===== config.mk =====
export PLATFORM = sky130hd
export DESIGN_NAME = overwrite_ring_buffer_dma_chunk
export DESIGN_NICKNAME = d
export VERILOG_FILES = /design/src/sv/orbd_pkg.sv /design/src/sv/orbd_mem.sv /design/src/sv/orbd_ptr.sv /design/src/sv/overwrite_ring_buffer_dma_chunk.sv
export VERILOG_INCLUDE_DIRS = /design/src /design/src/sv
export SDC_FILE = /design/constraint.sdc
export NUM_CORES = 2
export LEC_CHECK = 0
export BUFFER_PORTS_ARGS = -buffer_cell sky130_fd_sc_hd__buf_2
export CORE_ASPECT_RATIO = 1.5
export CORE_MARGIN = 1
export CORE_UTILIZATION = 60
export CTS_CLUSTER_DIAMETER = 60
export CTS_CLUSTER_SIZE = 30
export DETAILED_ROUTE_END_ITERATION = 10
export HOLD_SLACK_MARGIN = 0.02
export PLACE_DENSITY_LB_ADDON = 0.12
export SLEW_MARGIN = 20
export SYNTH_ARGS = -nofsm -noshare
export SYNTH_HDL_FRONTEND = slang
export SYNTH_HIERARCHICAL = 1
export SYNTH_SLANG_ARGS = --single-unit

===== constraint.sdc =====
create_clock -name clk -period 15.7 [get_ports clk]
set_input_delay 2.355 -clock clk [delete_from_list [all_inputs] [get_ports clk]]
set_output_delay 2.355 -clock clk [all_outputs]
set_load 0.02 [all_outputs]

===== src/sv/overwrite_ring_buffer_dma_chunk_defines.svh =====
// Assertion macros shared by the ring buffer modules.
`ifndef OVERWRITE_RING_BUFFER_DMA_CHUNK_DEFINES_SVH
`define OVERWRITE_RING_BUFFER_DMA_CHUNK_DEFINES_SVH

// Same-cycle implication, sampled on clk, off while rst_n is low.
`define ORBD_ASSERT_IMP(lbl, ante, cons, msg) \
    lbl: assert property (@(posedge clk) disable iff (!rst_n) (ante) |-> (cons)) \
        else $error(msg);

// Next-cycle implication, sampled on clk, off while rst_n is low.
`define ORBD_ASSERT_NXT(lbl, ante, cons, msg) \
    lbl: assert property (@(posedge clk) disable iff (!rst_n) (ante) |=> (cons)) \
        else $error(msg);

`endif


===== src/sv/orbd_pkg.sv =====
// Shared types and constants for the overwrite ring buffer.
package orbd_pkg;

    localparam int DEF_BUF_DEPTH = 256;
    localparam int S_DATA_W      = 24;
    localparam int S_USER_W      = 2;
    localparam int M_DATA_W      = 40;

    typedef enum logic [1:0] {
        FUNC_WRITE   = 2'd0,
        FUNC_ADVANCE = 2'd1,
        FUNC_READ    = 2'd2,
        FUNC_NOP     = 2'd3
    } func_t;

    typedef struct packed {
        logic [7:0] chunk_start;
        logic [7:0] chunk_len;
        logic [7:0] fill_count;
        logic       is_empty;
        logic       is_full;
        logic       dropped_oldest;
        logic       len_clamped;
        logic       offset_invalid;
    } status_t;

endpackage


===== src/sv/orbd_mem.sv =====
// Byte store: one write port, one registered read port.
module orbd_mem #(
    parameter int BUF_DEPTH = 256,
    parameter int AW        = 8
) (
    input  logic          clk,
    input  logic          we,
    input  logic [AW-1:0] waddr,
    input  logic [7:0]    wdata,
    input  logic          re,
    input  logic [AW-1:0] raddr,
    output logic [7:0]    rdata
);
    logic [7:0] store_reg [BUF_DEPTH];
    logic [7:0] rdata_reg;

    always_ff @(posedge clk)
    begin
        if (we)
        begin
            store_reg[waddr] <= wdata;
        end
    end

    // hold the last read until the next read is issued
    always_ff @(posedge clk)
    begin
        if (re)
        begin
            rdata_reg <= store_reg[raddr];
        end
    end

    assign rdata = rdata_reg;

endmodule


===== src/sv/orbd_ptr.sv =====
// Head, tail and fill count registers with the per-item index arithmetic.
`include "overwrite_ring_buffer_dma_chunk_defines.svh"
module orbd_ptr #(
    parameter int BUF_DEPTH = 256,
    parameter int AW        = 8
) (
    input  logic              clk,
    input  logic              rst_n,
    input  logic              accept,
    input  logic [1:0]        func,
    input  logic [7:0]        advance_len,
    input  logic [7:0]        read_offset,
    output logic              mem_we,
    output logic [AW-1:0]     mem_waddr,
    output logic              mem_re,
    output logic [AW-1:0]     mem_raddr,
    output logic              rd_ok,
    output orbd_pkg::status_t status
);
    import orbd_pkg::*;

    localparam int            LW       = (AW > 8) ? AW : 8;
    localparam logic [AW:0]   DEPTH_W  = (AW + 1)'(BUF_DEPTH);
    localparam logic [AW-1:0] LAST_IDX = AW'(BUF_DEPTH - 1);

    logic [AW-1:0] head_reg, head_next;
    logic [AW-1:0] tail_reg, tail_next;
    logic [AW-1:0] count_reg, count_next;

    func_t         op;
    logic [AW-1:0] head_inc, tail_inc;
    logic          full_now;
    logic          clamp, offset_bad;
    logic [AW-1:0] step;
    logic [AW:0]   adv_sum, rd_sum;
    logic [AW-1:0] tail_adv, rd_addr;
    logic          dropped, clamped, badoff;
    logic [AW:0]   clen;
    logic          empty_next;
    logic [AW:0]   fill_chk;

    assign op       = func_t'(func);
    assign head_inc = (head_reg == LAST_IDX) ? '0 : head_reg + 1'b1;
    assign tail_inc = (tail_reg == LAST_IDX) ? '0 : tail_reg + 1'b1;
    assign full_now = (count_reg == LAST_IDX);

    // clamp the consumed length to the bytes held
    assign clamp    = LW'(advance_len) > LW'(count_reg);
    assign step     = clamp ? count_reg : AW'(advance_len);
    assign adv_sum  = {1'b0, tail_reg} + {1'b0, step};
    assign tail_adv = (adv_sum >= DEPTH_W) ? AW'(adv_sum - DEPTH_W) : AW'(adv_sum);

    assign offset_bad = LW'(read_offset) >= LW'(count_reg);
    assign rd_sum     = {1'b0, tail_reg} + {1'b0, AW'(read_offset)};
    assign rd_addr    = (rd_sum >= DEPTH_W) ? AW'(rd_sum - DEPTH_W) : AW'(rd_sum);

    always_comb
    begin
        head_next  = head_reg;
        tail_next  = tail_reg;
        count_next = count_reg;
        dropped    = 1'b0;
        clamped    = 1'b0;
        badoff     = 1'b0;
        mem_we     = 1'b0;
        mem_re     = 1'b0;
        unique case (op)
            FUNC_WRITE:
            begin
                mem_we    = accept;
                head_next = head_inc;
                if (full_now)
                begin
                    // drop the oldest byte, the count stays at its maximum
                    tail_next = tail_inc;
                    dropped   = 1'b1;
                end
                else
                begin
                    count_next = count_reg + 1'b1;
                end
            end
            FUNC_ADVANCE:
            begin
                tail_next  = tail_adv;
                count_next = count_reg - step;
                clamped    = clamp;
            end
            FUNC_READ:
            begin
                badoff = offset_bad;
                mem_re = accept && !offset_bad;
            end
            FUNC_NOP:
            begin
                head_next = head_reg;
            end
            default:
            begin
                head_next = head_reg;
            end
        endcase
    end

    assign mem_waddr = head_reg;
    assign mem_raddr = rd_addr;
    assign rd_ok     = (op == FUNC_READ) && !offset_bad;

    // status taken after the step
    assign empty_next = (count_next == '0);
    always_comb
    begin
        priority if (empty_next)
        begin
            clen = '0;
        end
        else if (tail_next < head_next)
        begin
            clen = {1'b0, head_next} - {1'b0, tail_next};
        end
        else
        begin
            clen = DEPTH_W - {1'b0, tail_next};
        end
    end

    assign status.chunk_start    = 8'(tail_next);
    assign status.chunk_len      = 8'(clen);
    assign status.fill_count     = 8'(count_next);
    assign status.is_empty       = empty_next;
    assign status.is_full        = (count_next == LAST_IDX);
    assign status.dropped_oldest = dropped;
    assign status.len_clamped    = clamped;
    assign status.offset_invalid = badoff;

    always_ff @(posedge clk or negedge rst_n)
    begin
        if (!rst_n)
        begin
            head_reg  <= '0;
            tail_reg  <= '0;
            count_reg <= '0;
        end
        else if (accept)
        begin
            head_reg  <= head_next;
            tail_reg  <= tail_next;
            count_reg <= count_next;
        end
    end

    assign fill_chk = (head_reg >= tail_reg)
                    ? {1'b0, head_reg} - {1'b0, tail_reg}
                    : {1'b0, head_reg} + DEPTH_W - {1'b0, tail_reg};

    `ORBD_ASSERT_IMP(a_fill_match, 1'b1, count_reg == AW'(fill_chk), "fill count out of step with indices")
    `ORBD_ASSERT_IMP(a_one_access, 1'b1, !(mem_we && mem_re), "store written and read in one cycle")
    `ORBD_ASSERT_NXT(a_drop_keeps, accept && op == FUNC_WRITE && full_now, count_reg == $past(count_reg), "overwrite changed the fill count")

endmodule


===== src/sv/overwrite_ring_buffer_dma_chunk.sv =====
// Top level of the overwrite-on-full byte ring buffer with chunk status.
//
//  channel | dir | tdata (low bit up)                              | tuser
//  --------+-----+-------------------------------------------------+-----------
//  s_*     | in  | data_byte, advance_len, read_offset             | func
//  m_*     | out | read_data, chunk_start, chunk_len, fill_count,  | -
//          |     | is_empty, is_full, dropped_oldest, len_clamped, |
//          |     | offset_invalid, zero pad                        |
//
// One item per cycle sustained while m_tready is high: each item makes at most one
// access to the byte store, and its result is presented in the cycle after acceptance
// from the output register, where the store's registered read data joins the status.
// Reset clears head, tail and fill count; the byte store is not cleared, as a
// valid read only reaches bytes already written.
// s_tready drops only while a result sits in the output register and m_tready
// is low.
`include "overwrite_ring_buffer_dma_chunk_defines.svh"
module overwrite_ring_buffer_dma_chunk #(
    parameter int BUF_DEPTH = orbd_pkg::DEF_BUF_DEPTH
) (
    input  logic                          clk,
    input  logic                          rst_n,
    input  logic                          s_tvalid,
    output logic                          s_tready,
    // data_byte[7:0], advance_len[15:8], read_offset[23:16]
    input  logic [orbd_pkg::S_DATA_W-1:0] s_tdata,
    // func[1:0]
    input  logic [orbd_pkg::S_USER_W-1:0] s_tuser,
    output logic                          m_tvalid,
    input  logic                          m_tready,
    // read_data[7:0], chunk_start[15:8], chunk_len[23:16], fill_count[31:24],
    // is_empty[32], is_full[33], dropped_oldest[34], len_clamped[35],
    // offset_invalid[36], zero[39:37]
    output logic [orbd_pkg::M_DATA_W-1:0] m_tdata
);
    import orbd_pkg::*;

    localparam int AW = (BUF_DEPTH > 1) ? $clog2(BUF_DEPTH) : 1;

    logic          accept;
    logic [7:0]    data_byte, advance_len, read_offset;
    logic          mem_we, mem_re;
    logic [AW-1:0] mem_waddr, mem_raddr;
    logic [7:0]    mem_rdata;
    logic          rd_ok;
    status_t       status;

    logic          out_valid_reg, out_valid_next;
    status_t       status_reg;
    logic          rd_ok_reg;
    logic [7:0]    read_data;

    assign data_byte   = s_tdata[7:0];
    assign advance_len = s_tdata[15:8];
    assign read_offset = s_tdata[23:16];

    // take a new item whenever the output register is free or being emptied
    assign s_tready = !out_valid_reg || m_tready;
    assign accept   = s_tvalid && s_tready;

    orbd_ptr #(
        .BUF_DEPTH (BUF_DEPTH),
        .AW        (AW)
    ) u_ptr (
        .clk         (clk),
        .rst_n       (rst_n),
        .accept      (accept),
        .func        (s_tuser[1:0]),
        .advance_len (advance_len),
        .read_offset (read_offset),
        .mem_we      (mem_we),
        .mem_waddr   (mem_waddr),
        .mem_re      (mem_re),
        .mem_raddr   (mem_raddr),
        .rd_ok       (rd_ok),
        .status      (status)
    );

    orbd_mem #(
        .BUF_DEPTH (BUF_DEPTH),
        .AW        (AW)
    ) u_mem (
        .clk   (clk),
        .we    (mem_we),
        .waddr (mem_waddr),
        .wdata (data_byte),
        .re    (mem_re),
        .raddr (mem_raddr),
        .rdata (mem_rdata)
    );

    always_comb
    begin
        priority if (accept)
        begin
            out_valid_next = 1'b1;
        end
        else if (m_tready)
        begin
            out_valid_next = 1'b0;
        end
        else
        begin
            out_valid_next = out_valid_reg;
        end
    end

    always_ff @(posedge clk or negedge rst_n)
    begin
        if (!rst_n)
        begin
            out_valid_reg <= 1'b0;
        end
        else
        begin
            out_valid_reg <= out_valid_next;
        end
    end

    // hold the status of the item in flight; the store holds its read data
    always_ff @(posedge clk)
    begin
        if (accept)
        begin
            status_reg <= status;
            rd_ok_reg  <= rd_ok;
        end
    end

    assign read_data = mem_rdata & {8{rd_ok_reg}};

    assign m_tvalid = out_valid_reg;
    assign m_tdata  = {3'b000,
                       status_reg.offset_invalid,
                       status_reg.len_clamped,
                       status_reg.dropped_oldest,
                       status_reg.is_full,
                       status_reg.is_empty,
                       status_reg.fill_count,
                       status_reg.chunk_len,
                       status_reg.chunk_start,
                       read_data};

    `ORBD_ASSERT_NXT(a_accept_loads, accept, out_valid_reg, "accepted item left no result")
    `ORBD_ASSERT_IMP(a_bad_no_data, out_valid_reg && status_reg.offset_invalid, !rd_ok_reg, "data kept on an invalid offset")

endmodule


## After elaboration in Yosys (flattened, before gate mapping)

Memories as Yosys holds them, arrays and structs flattened. A register that Yosys moved wholly into a read port is not among the register bits.
Index checks and enable logic that the tools add are counted.

| word-level totals | value |
|---|---|
| logic and storage cells | 63 |
| memory bits (writable) | 2048 |
| input bits | 30 |
| register bits after elaboration | 55 |
| output and inout port bits | 42 |
| memories kept | 1 |

| operators by class | value |
|---|---|
| muxes and demuxes | 18 |
| bitwise logic cells | 1 |
| $lt $le $gt $ge | 5 |
| reduce and logical (&&, ||, !) cells | 9 |
| add/sub/neg operators | 10 |
| equality and inequality tests | 6 |

Memories:

| memory | depth | width | rd ports | clocked after Yosys merged registers in | wr ports | RTL line | text |
|---|---|---|---|---|---|---|---|
| u_mem.store_reg | 256 | 8 | 1 | 1 | 1 | orbd_mem.sv:14 | `logic [7:0] store_reg [BUF_DEPTH];` |

Operator list:

| cell | count |
|---|---|
| $mux 8 | 9 |
| $eq 8x8->1 const B | 4 |
| $pmux 8 s2 | 2 |
| $add 8x1->8 const B | 3 |
| $add 8x8->9 | 2 |
| $ge 9x9->1 const B | 2 |
| $sub 8x1->8 const B | 2 |
| $sub 8x8->8 | 2 |
| $and 8x8->8 | 1 |
| $ge 8x8->1 | 1 |
| $gt 8x8->1 | 1 |
| $logic_not 8->1 | 1 |
| $lt 8x8->1 | 1 |
| $sub 1x8->8 const A | 1 |
| $mux 1 | 7 |
| $logic_and 1x1->1 | 3 |
| $eq 2x1->1 const B | 1 |
| $eq 2x2->1 const B | 1 |
| $logic_not 1->1 | 2 |
| $logic_not 2->1 | 1 |
| $reduce_bool 2->1 | 1 |
| $logic_or 1x1->1 | 1 |

## Depth between registers and ports, before layout

| depth | value |
|---|---|
| word-level depth | 8 |
| gate-level depth with buffers | 25 |
| mapped depth without buffers | 24 |

## Cells and area by module

The synthesis kept the hierarchy.

By module, submodules not included:

| module | area each (µm²) | instances | cells an instance | seq. area each (µm²) |
|---|---|---|---|---|
| orbd_mem | 79636.4 | 1 | 3733 | 61739.2 |
| orbd_ptr | 3704.8 | 1 | 482 | 600.6 |
| overwrite_ring_buffer_dma_chunk | 1031.0 | 1 | 46 | 925.9 |

## Worst setup path before layout

Ideal clock, no wire load.

| timing path | value |
|---|---|
| path kind | input to register |
| start point | input s_tdata[15] (netlist bit) |
| end point | register status_reg, in the netlist m_tdata[17] (data pin) |
| setup slack | 8.639 ns |
| library setup time | 0.257 ns |
| path buffers | 2 |
| required time | 15.443 ns |
| stages | 23 |
| arrival | 6.805 ns |
| path through | ha_1 nand4_1 nor2_1 nor2b_1 nor2_1 clkbuf_1 nand2_1 o21ai_0 ha_1 inv_1 fa_1 xnor2_1 o221ai_1 ha_1 a21o_1 a21oi_1 nor2b_1 o21a_1 o21ai_0 a21o_1 clkbuf_1 mux2i_1 nor2_1 |

| on the way | value |
|---|---|
| word-level cells in the longest chain between the ends | 8 |
| elaborated cells between the ends (all ways) | 14 |
| those cells by class | add/sub (5); order compare (3); mux (5); reduce/logical (1) |

Ends and longest elaborated chain:

| element | RTL line | text |
|---|---|---|
| from (decl) | overwrite_ring_buffer_dma_chunk.sv:26 | `input logic [orbd_pkg::S_DATA_W-1:0] s_tdata,` |
| $gt 8x8->1 | orbd_ptr.sv:48 | `assign clamp = LW'(advance_len) > LW'(count_reg);` |
| $mux 8 (*) | orbd_ptr.sv:49 | `assign step = clamp ? count_reg : AW'(advance_len);` |
| $add 8x8->9 | orbd_ptr.sv:50 | `assign adv_sum = {1'b0, tail_reg} + {1'b0, step};` |
| $sub 8x1->8 / $ge 9x9->1 (equally long branches) | orbd_ptr.sv:51 | `assign tail_adv = (adv_sum >= DEPTH_W) ? AW'(adv_sum - DEPTH_W) : AW'(adv_sum);` |
| $mux 8 | orbd_ptr.sv:51 |  |
| $pmux 8 s2 | orbd_ptr.sv:67 | `unique case (op)` |
| $sub 1x8->8, or another cell as far along | orbd_ptr.sv:123 | `clen = DEPTH_W - {1'b0, tail_next};` |
| $mux 8 | orbd_ptr.sv:117 | `else if (tail_next < head_next)` |
| to (signal assigned) | overwrite_ring_buffer_dma_chunk.sv:125 | `status_reg <= status;` |
| to (decl) | overwrite_ring_buffer_dma_chunk.sv:49 | `status_t status_reg;` |

Mark *: on every way between the ends. The rest lies on a longest branch, timed or not.
A chain may end at the register's enable or synchronous reset.

## Worst setup path after layout

| timing path | value |
|---|---|
| start point | input s_tdata[16] (netlist bit) |
| end point | register u_mem.rdata_reg[4] (netlist: u_mem/rdata[4]), read port of u_mem.store_reg (data pin) |

| on the way | value |
|---|---|
| elaborated cells between the ends (all ways) | 8 |
| those cells by class | add/sub (2); order compare (2); mux (2); reduce/logical (2) |

RTL lines:

| element | RTL line | text |
|---|---|---|
| $add 8x8->9 (*) | orbd_ptr.sv:54 | `assign rd_sum = {1'b0, tail_reg} + {1'b0, AW'(read_offset)};` |
| $sub 8x1->8 / $ge 9x9->1 (equally long branches) | orbd_ptr.sv:55 | `assign rd_addr = (rd_sum >= DEPTH_W) ? AW'(rd_sum - DEPTH_W) : AW'(rd_sum);` |
| $mux 8 (*) | orbd_ptr.sv:55 |  |
| via mem_raddr[1] | overwrite_ring_buffer_dma_chunk.sv:43 | `logic [AW-1:0] mem_waddr, mem_raddr;` |
| to (decl) | orbd_mem.sv:15 | `logic [7:0] rdata_reg;` |

Mark *: on every way through the listed nets, which the timed path passes. The rest lies on a longest branch.

==> run_summary.xml <==
<?xml version="1.0" encoding="UTF-8"?>
<metrics>
  <group name="status">
    <metric name="run_status" unit="">complete, no violations</metric>
  </group>
  <group name="sta">
    <metric name="post_route_skew" unit="ns">0.0724</metric>
    <metric name="final-setup-viol-count" unit="">0</metric>
    <metric name="timing.slew.headroom" unit="%">22.5</metric>
    <metric name="tightest_slew" unit="ns">1.15</metric>
    <metric name="period_minus_slack" unit="ns">7.41</metric>
    <metric name="tns" unit="ns">0</metric>
    <metric name="setup_slack" unit="ns">8.29</metric>
    <metric name="achievable-frequency" unit="MHz">135</metric>
    <metric name="slew_violations" unit="">0</metric>
    <metric name="worst_hold_slack" unit="ns">0.553</metric>
    <metric name="grt_setup_unrepaired" unit="">no</metric>
    <metric name="hold_viol_final" unit="">0</metric>
    <metric name="final.period_utilization" unit="%">47.2</metric>
  </group>
  <group name="cts">
    <metric name="tritoncts" unit="">done</metric>
    <metric name="cts_setup_buffers" unit="">0</metric>
    <metric name="cts.reportedPaths.clkPinSlew" unit="ns">0.10</metric>
    <metric name="clock_insertion_delay_worst_skew" unit="ns">0.80</metric>
    <metric name="ctsRootBufferMaster" unit="">clkbuf_16</metric>
    <metric name="cts_made_buffers" unit="">107</metric>
    <metric name="cts_max_level" unit="">3</metric>
    <metric name="cts_repair_resize_count" unit="">0</metric>
    <metric name="tritoncts_num_sinks" unit="">2111</metric>
    <metric name="cts.hold.buffers_added" unit="">0</metric>
    <metric name="cts-root-to-sink-buffers" unit="">3</metric>
  </group>
  <group name="finish">
    <metric name="fill_cells" unit="">9371</metric>
    <metric name="layout-drive-gt1-share" unit="%">19.9</metric>
    <metric name="largest_register_ffs" unit="">2048</metric>
    <metric name="multi_input_area" unit="um^2">19600</metric>
    <metric name="finish.instance_area" unit="um^2">90500</metric>
    <metric name="synth_to_layout_area_growth" unit="%">7.20</metric>
    <metric name="nets" unit="">4359</metric>
    <metric name="layout.area.seq" unit="um^2">63300</metric>
  </group>
  <group name="power_and_ir_drop">
    <metric name="leakage" unit="nW">28.0</metric>
    <metric name="power_density" unit="nW/um^2">168</metric>
    <metric name="vdd_drop_max" unit="uV">127</metric>
  </group>
  <group name="global_route">
    <metric name="global_route.overflow_total" unit="">0</metric>
    <metric name="grt_max_degree" unit="">150</metric>
    <metric name="grt_use_total" unit="%">28.9</metric>
    <metric name="first_pass_grt_wire_length" unit="um">291000</metric>
    <metric name="grt_pass1_vias" unit="">41600</metric>
    <metric name="antenna_found_initial" unit="">6</metric>
  </group>
  <group name="route">
    <metric name="post_detailed_routing_wire_length" unit="um">203000</metric>
    <metric name="post_drt_wl_per_cell" unit="um">32.5</metric>
    <metric name="remaining_design_rule_violation_count" unit="">0</metric>
    <metric name="route.vias.total" unit="">42100</metric>
    <metric name="viasPerCell" unit="">6.75</metric>
    <metric name="antenna_violating_nets_post_route" unit="">0</metric>
    <metric name="drt-pass1-iter-count" unit="">5</metric>
    <metric name="drtIter0Drc" unit="">5037</metric>
  </group>
  <group name="floorplanning">
    <metric name="design.die.area" unit="um^2">142000</metric>
    <metric name="io_pins" unit="">72</metric>
    <metric name="placementRows" unit="">168</metric>
    <metric name="start_util" unit="%">60.4</metric>
    <metric name="die_width" unit="um">308</metric>
    <metric name="placeableCoreArea" unit="um^2">140000</metric>
    <metric name="chipHeight" unit="um">461</metric>
  </group>
  <group name="logic_synthesis">
    <metric name="synth-async-reset-ratio" unit="%">1.18</metric>
    <metric name="synth.avg_cell_area" unit="um^2">19.8</metric>
    <metric name="seq_area_frac_synth" unit="%">75.0</metric>
    <metric name="synth_compound_gate_area_share" unit="%">4.21</metric>
    <metric name="synthMostInstantiatedCell" unit="">edfxtp_1</metric>
    <metric name="netlist_area" unit="um^2">84400</metric>
    <metric name="synth.mux.area_fraction" unit="%">13.9</metric>
    <metric name="synthesized_instance_count" unit="">4261</metric>
    <metric name="combinational_family_with_the_most_area_after_synthesis" unit="">multiplexers</metric>
    <metric name="synth.cells.most_frequent" unit="">2086 x edfxtp_1, 454 x mux4_2, 338 x nor2_1</metric>
    <metric name="ys_dominant_reg_cell" unit="">edfxtp_1</metric>
    <metric name="postSynthRegisterBits" unit="">2111</metric>
    <metric name="yosys.area_share.simple" unit="%">3.62</metric>
    <metric name="post_synth_adder_cell_area" unit="%">0.822</metric>
    <metric name="synth_top_area_cell" unit="">edfxtp_1</metric>
    <metric name="count_of_different_cell_masters_after_synthesis" unit="">87</metric>
    <metric name="post_synth_main_area_contributors" unit="">edfxtp_1 74%, mux4_2 12%, mux2i_1 1.6%, nor2_1 1.5%, a22oi_1 1.2%</metric>
    <metric name="synthDominantCellAreaShare" unit="%">74.2</metric>
    <metric name="number_of_warning_messages_in_the_yosys_log" unit="">6</metric>
    <metric name="synth-edff-count" unit="">2086</metric>
    <metric name="synth_xor_area_share" unit="%">0.374</metric>
  </group>
  <group name="critical_path">
    <metric name="path_common_cell" unit="">buf_4</metric>
    <metric name="cp.arrival" unit="ns">7.92</metric>
    <metric name="cp_max_fo" unit="">66</metric>
    <metric name="start_kind" unit="">input pin</metric>
    <metric name="criticalPathCategory" unit="">input pin to register</metric>
    <metric name="crit_slowest_cell" unit="">nor4_1</metric>
    <metric name="crit_required" unit="ns">16.22</metric>
    <metric name="cp_cell_sequence" unit="">buf_2 &gt; ha_4 &gt; inv_1 &gt; fa_1 &gt; inv_8 &gt; buf_4 &gt; buf_4 &gt; buf_4 &gt; mux4_2 &gt; a22oi_1 &gt; a21oi_1 &gt; nor4_1 &gt; nor4_1</metric>
    <metric name="critPathMaxStageDelay" unit="ns">0.97</metric>
    <metric name="setup.worst_path.end_class" unit="">register</metric>
  </group>
  <group name="place">
    <metric name="placed_area" unit="um^2">86500</metric>
    <metric name="place_ws" unit="ns">7.55</metric>
    <metric name="numPortBuffers" unit="">68</metric>
    <metric name="detailedPlacementHpwl" unit="um">126000</metric>
    <metric name="gp_congestion" unit="">0.887</metric>
  </group>
  <group name="hold_path">
    <metric name="worst_hold_path_type" unit="">register to register</metric>
  </group>
  <group name="job">
    <metric name="drv.max_cap_violation_count" unit="">0</metric>
  </group>
</metrics>
layer usage:
layer / track usage [%] / wire [um]
met1: 37.6 / 75100
met2: 50.4 / 107000
met3: 3.65 / 13800
met4: 10.3 / 7310
met5: 0 / 14
layout make-up:
class / instances / area share (%)
Antenna cell: 4 / 0.0111
Clock inverter: 84 / 1.36
Inverter: 48 / 0.207
Clock buffer: 110 / 3.02
Timing Repair Buffer: 157 / 1.25
Sequential cell: 2111 / 69.9
Tap cell: 1870 / 2.59
Multi-Input combinational cell: 1851 / 21.6
critical path: cells and delay by family:
| kind | cells | cell delay (ns) |
|---|---|---|
| AO/OA/AOI/OAI | 2 | 0.59 |
| AND/OR/NAND/NOR | 2 | 1.06 |
| buffers and inverters | 6 | 2.68 |
| multiplexers | 1 | 0.40 |
| adder cells (fa/ha/maj) | 2 | 0.67 |
power by group:
part           leakage (nW)  internal, W  switching [W]
clock network          1.91      0.00150        0.00194
registers              19.1      0.00627      0.0000721
logic                  7.01      0.00196        0.00348
path summary, 6_finish.rpt:
check | slack, ns | from | end | cells past startpoint
max | 8.29 | s_tdata[16] | u_mem/rdata[4]$_DFFE_PP_ | 13
min in group asynchronous | 1.60 | rst_n | u_ptr/tail_reg[7]$_DFFE_PN0P_ | 1
min reg2reg | 0.55 | m_tvalid$_DFFE_PN0P_ | m_tvalid$_DFFE_PN0P_ | 2
min | 0.55 | m_tvalid$_DFFE_PN0P_ | m_tvalid$_DFFE_PN0P_ | 2
max in group asynchronous | 13.63 | rst_n | u_ptr/count_reg[6]$_DFFE_PN0P_ | 1
max reg2reg | 9.31 | u_ptr/tail_reg[0]$_DFFE_PN0P_ | u_mem/rdata[4]$_DFFE_PP_ | 12
cell usage in the layout (no fill, tap or decap), types with 23 or more instances in the layout:
cell	Yosys	layout
o221ai_1	49	49
nor3_1	30	30
clkbuf_16	0	109
buf_2	34	60
edfxtp_1	2086	2086
nor2_1	338	335
o22ai_1	32	32
mux4_2	454	454
mux2i_1	137	137
inv_1	46	45
clkinv_8	0	24
ha_1	49	48
a21oi_1	130	130
o21ai_0	34	34
a22oi_1	137	137
buf_4	34	84
nor2b_1	40	37
nand2_1	66	66
nand3_1	47	47
a211oi_1	23	23
dfrtp_1	25	25
cell families after synthesis:
family	after synthesis
compound gates	510
xor+xnor	36
fa+ha+maj	53
buf+inv	301
flops	2111
mux	602
other cells	1
simple gates	647
per-stage QoR:
stage | util [%] | std cells | total power [W]
floorplan | - | 4263 | 0.00990
global placement | 61.9 | 6034 | 0.0118
detailed placement | 62.0 | 6037 | 0.0119
CTS | 64.8 | 6231 | 0.0153
global route | 64.8 | 6232 | 0.0157
finish | 64.8 | 6235 | 0.0152
(Power assumes the default switching activity.)
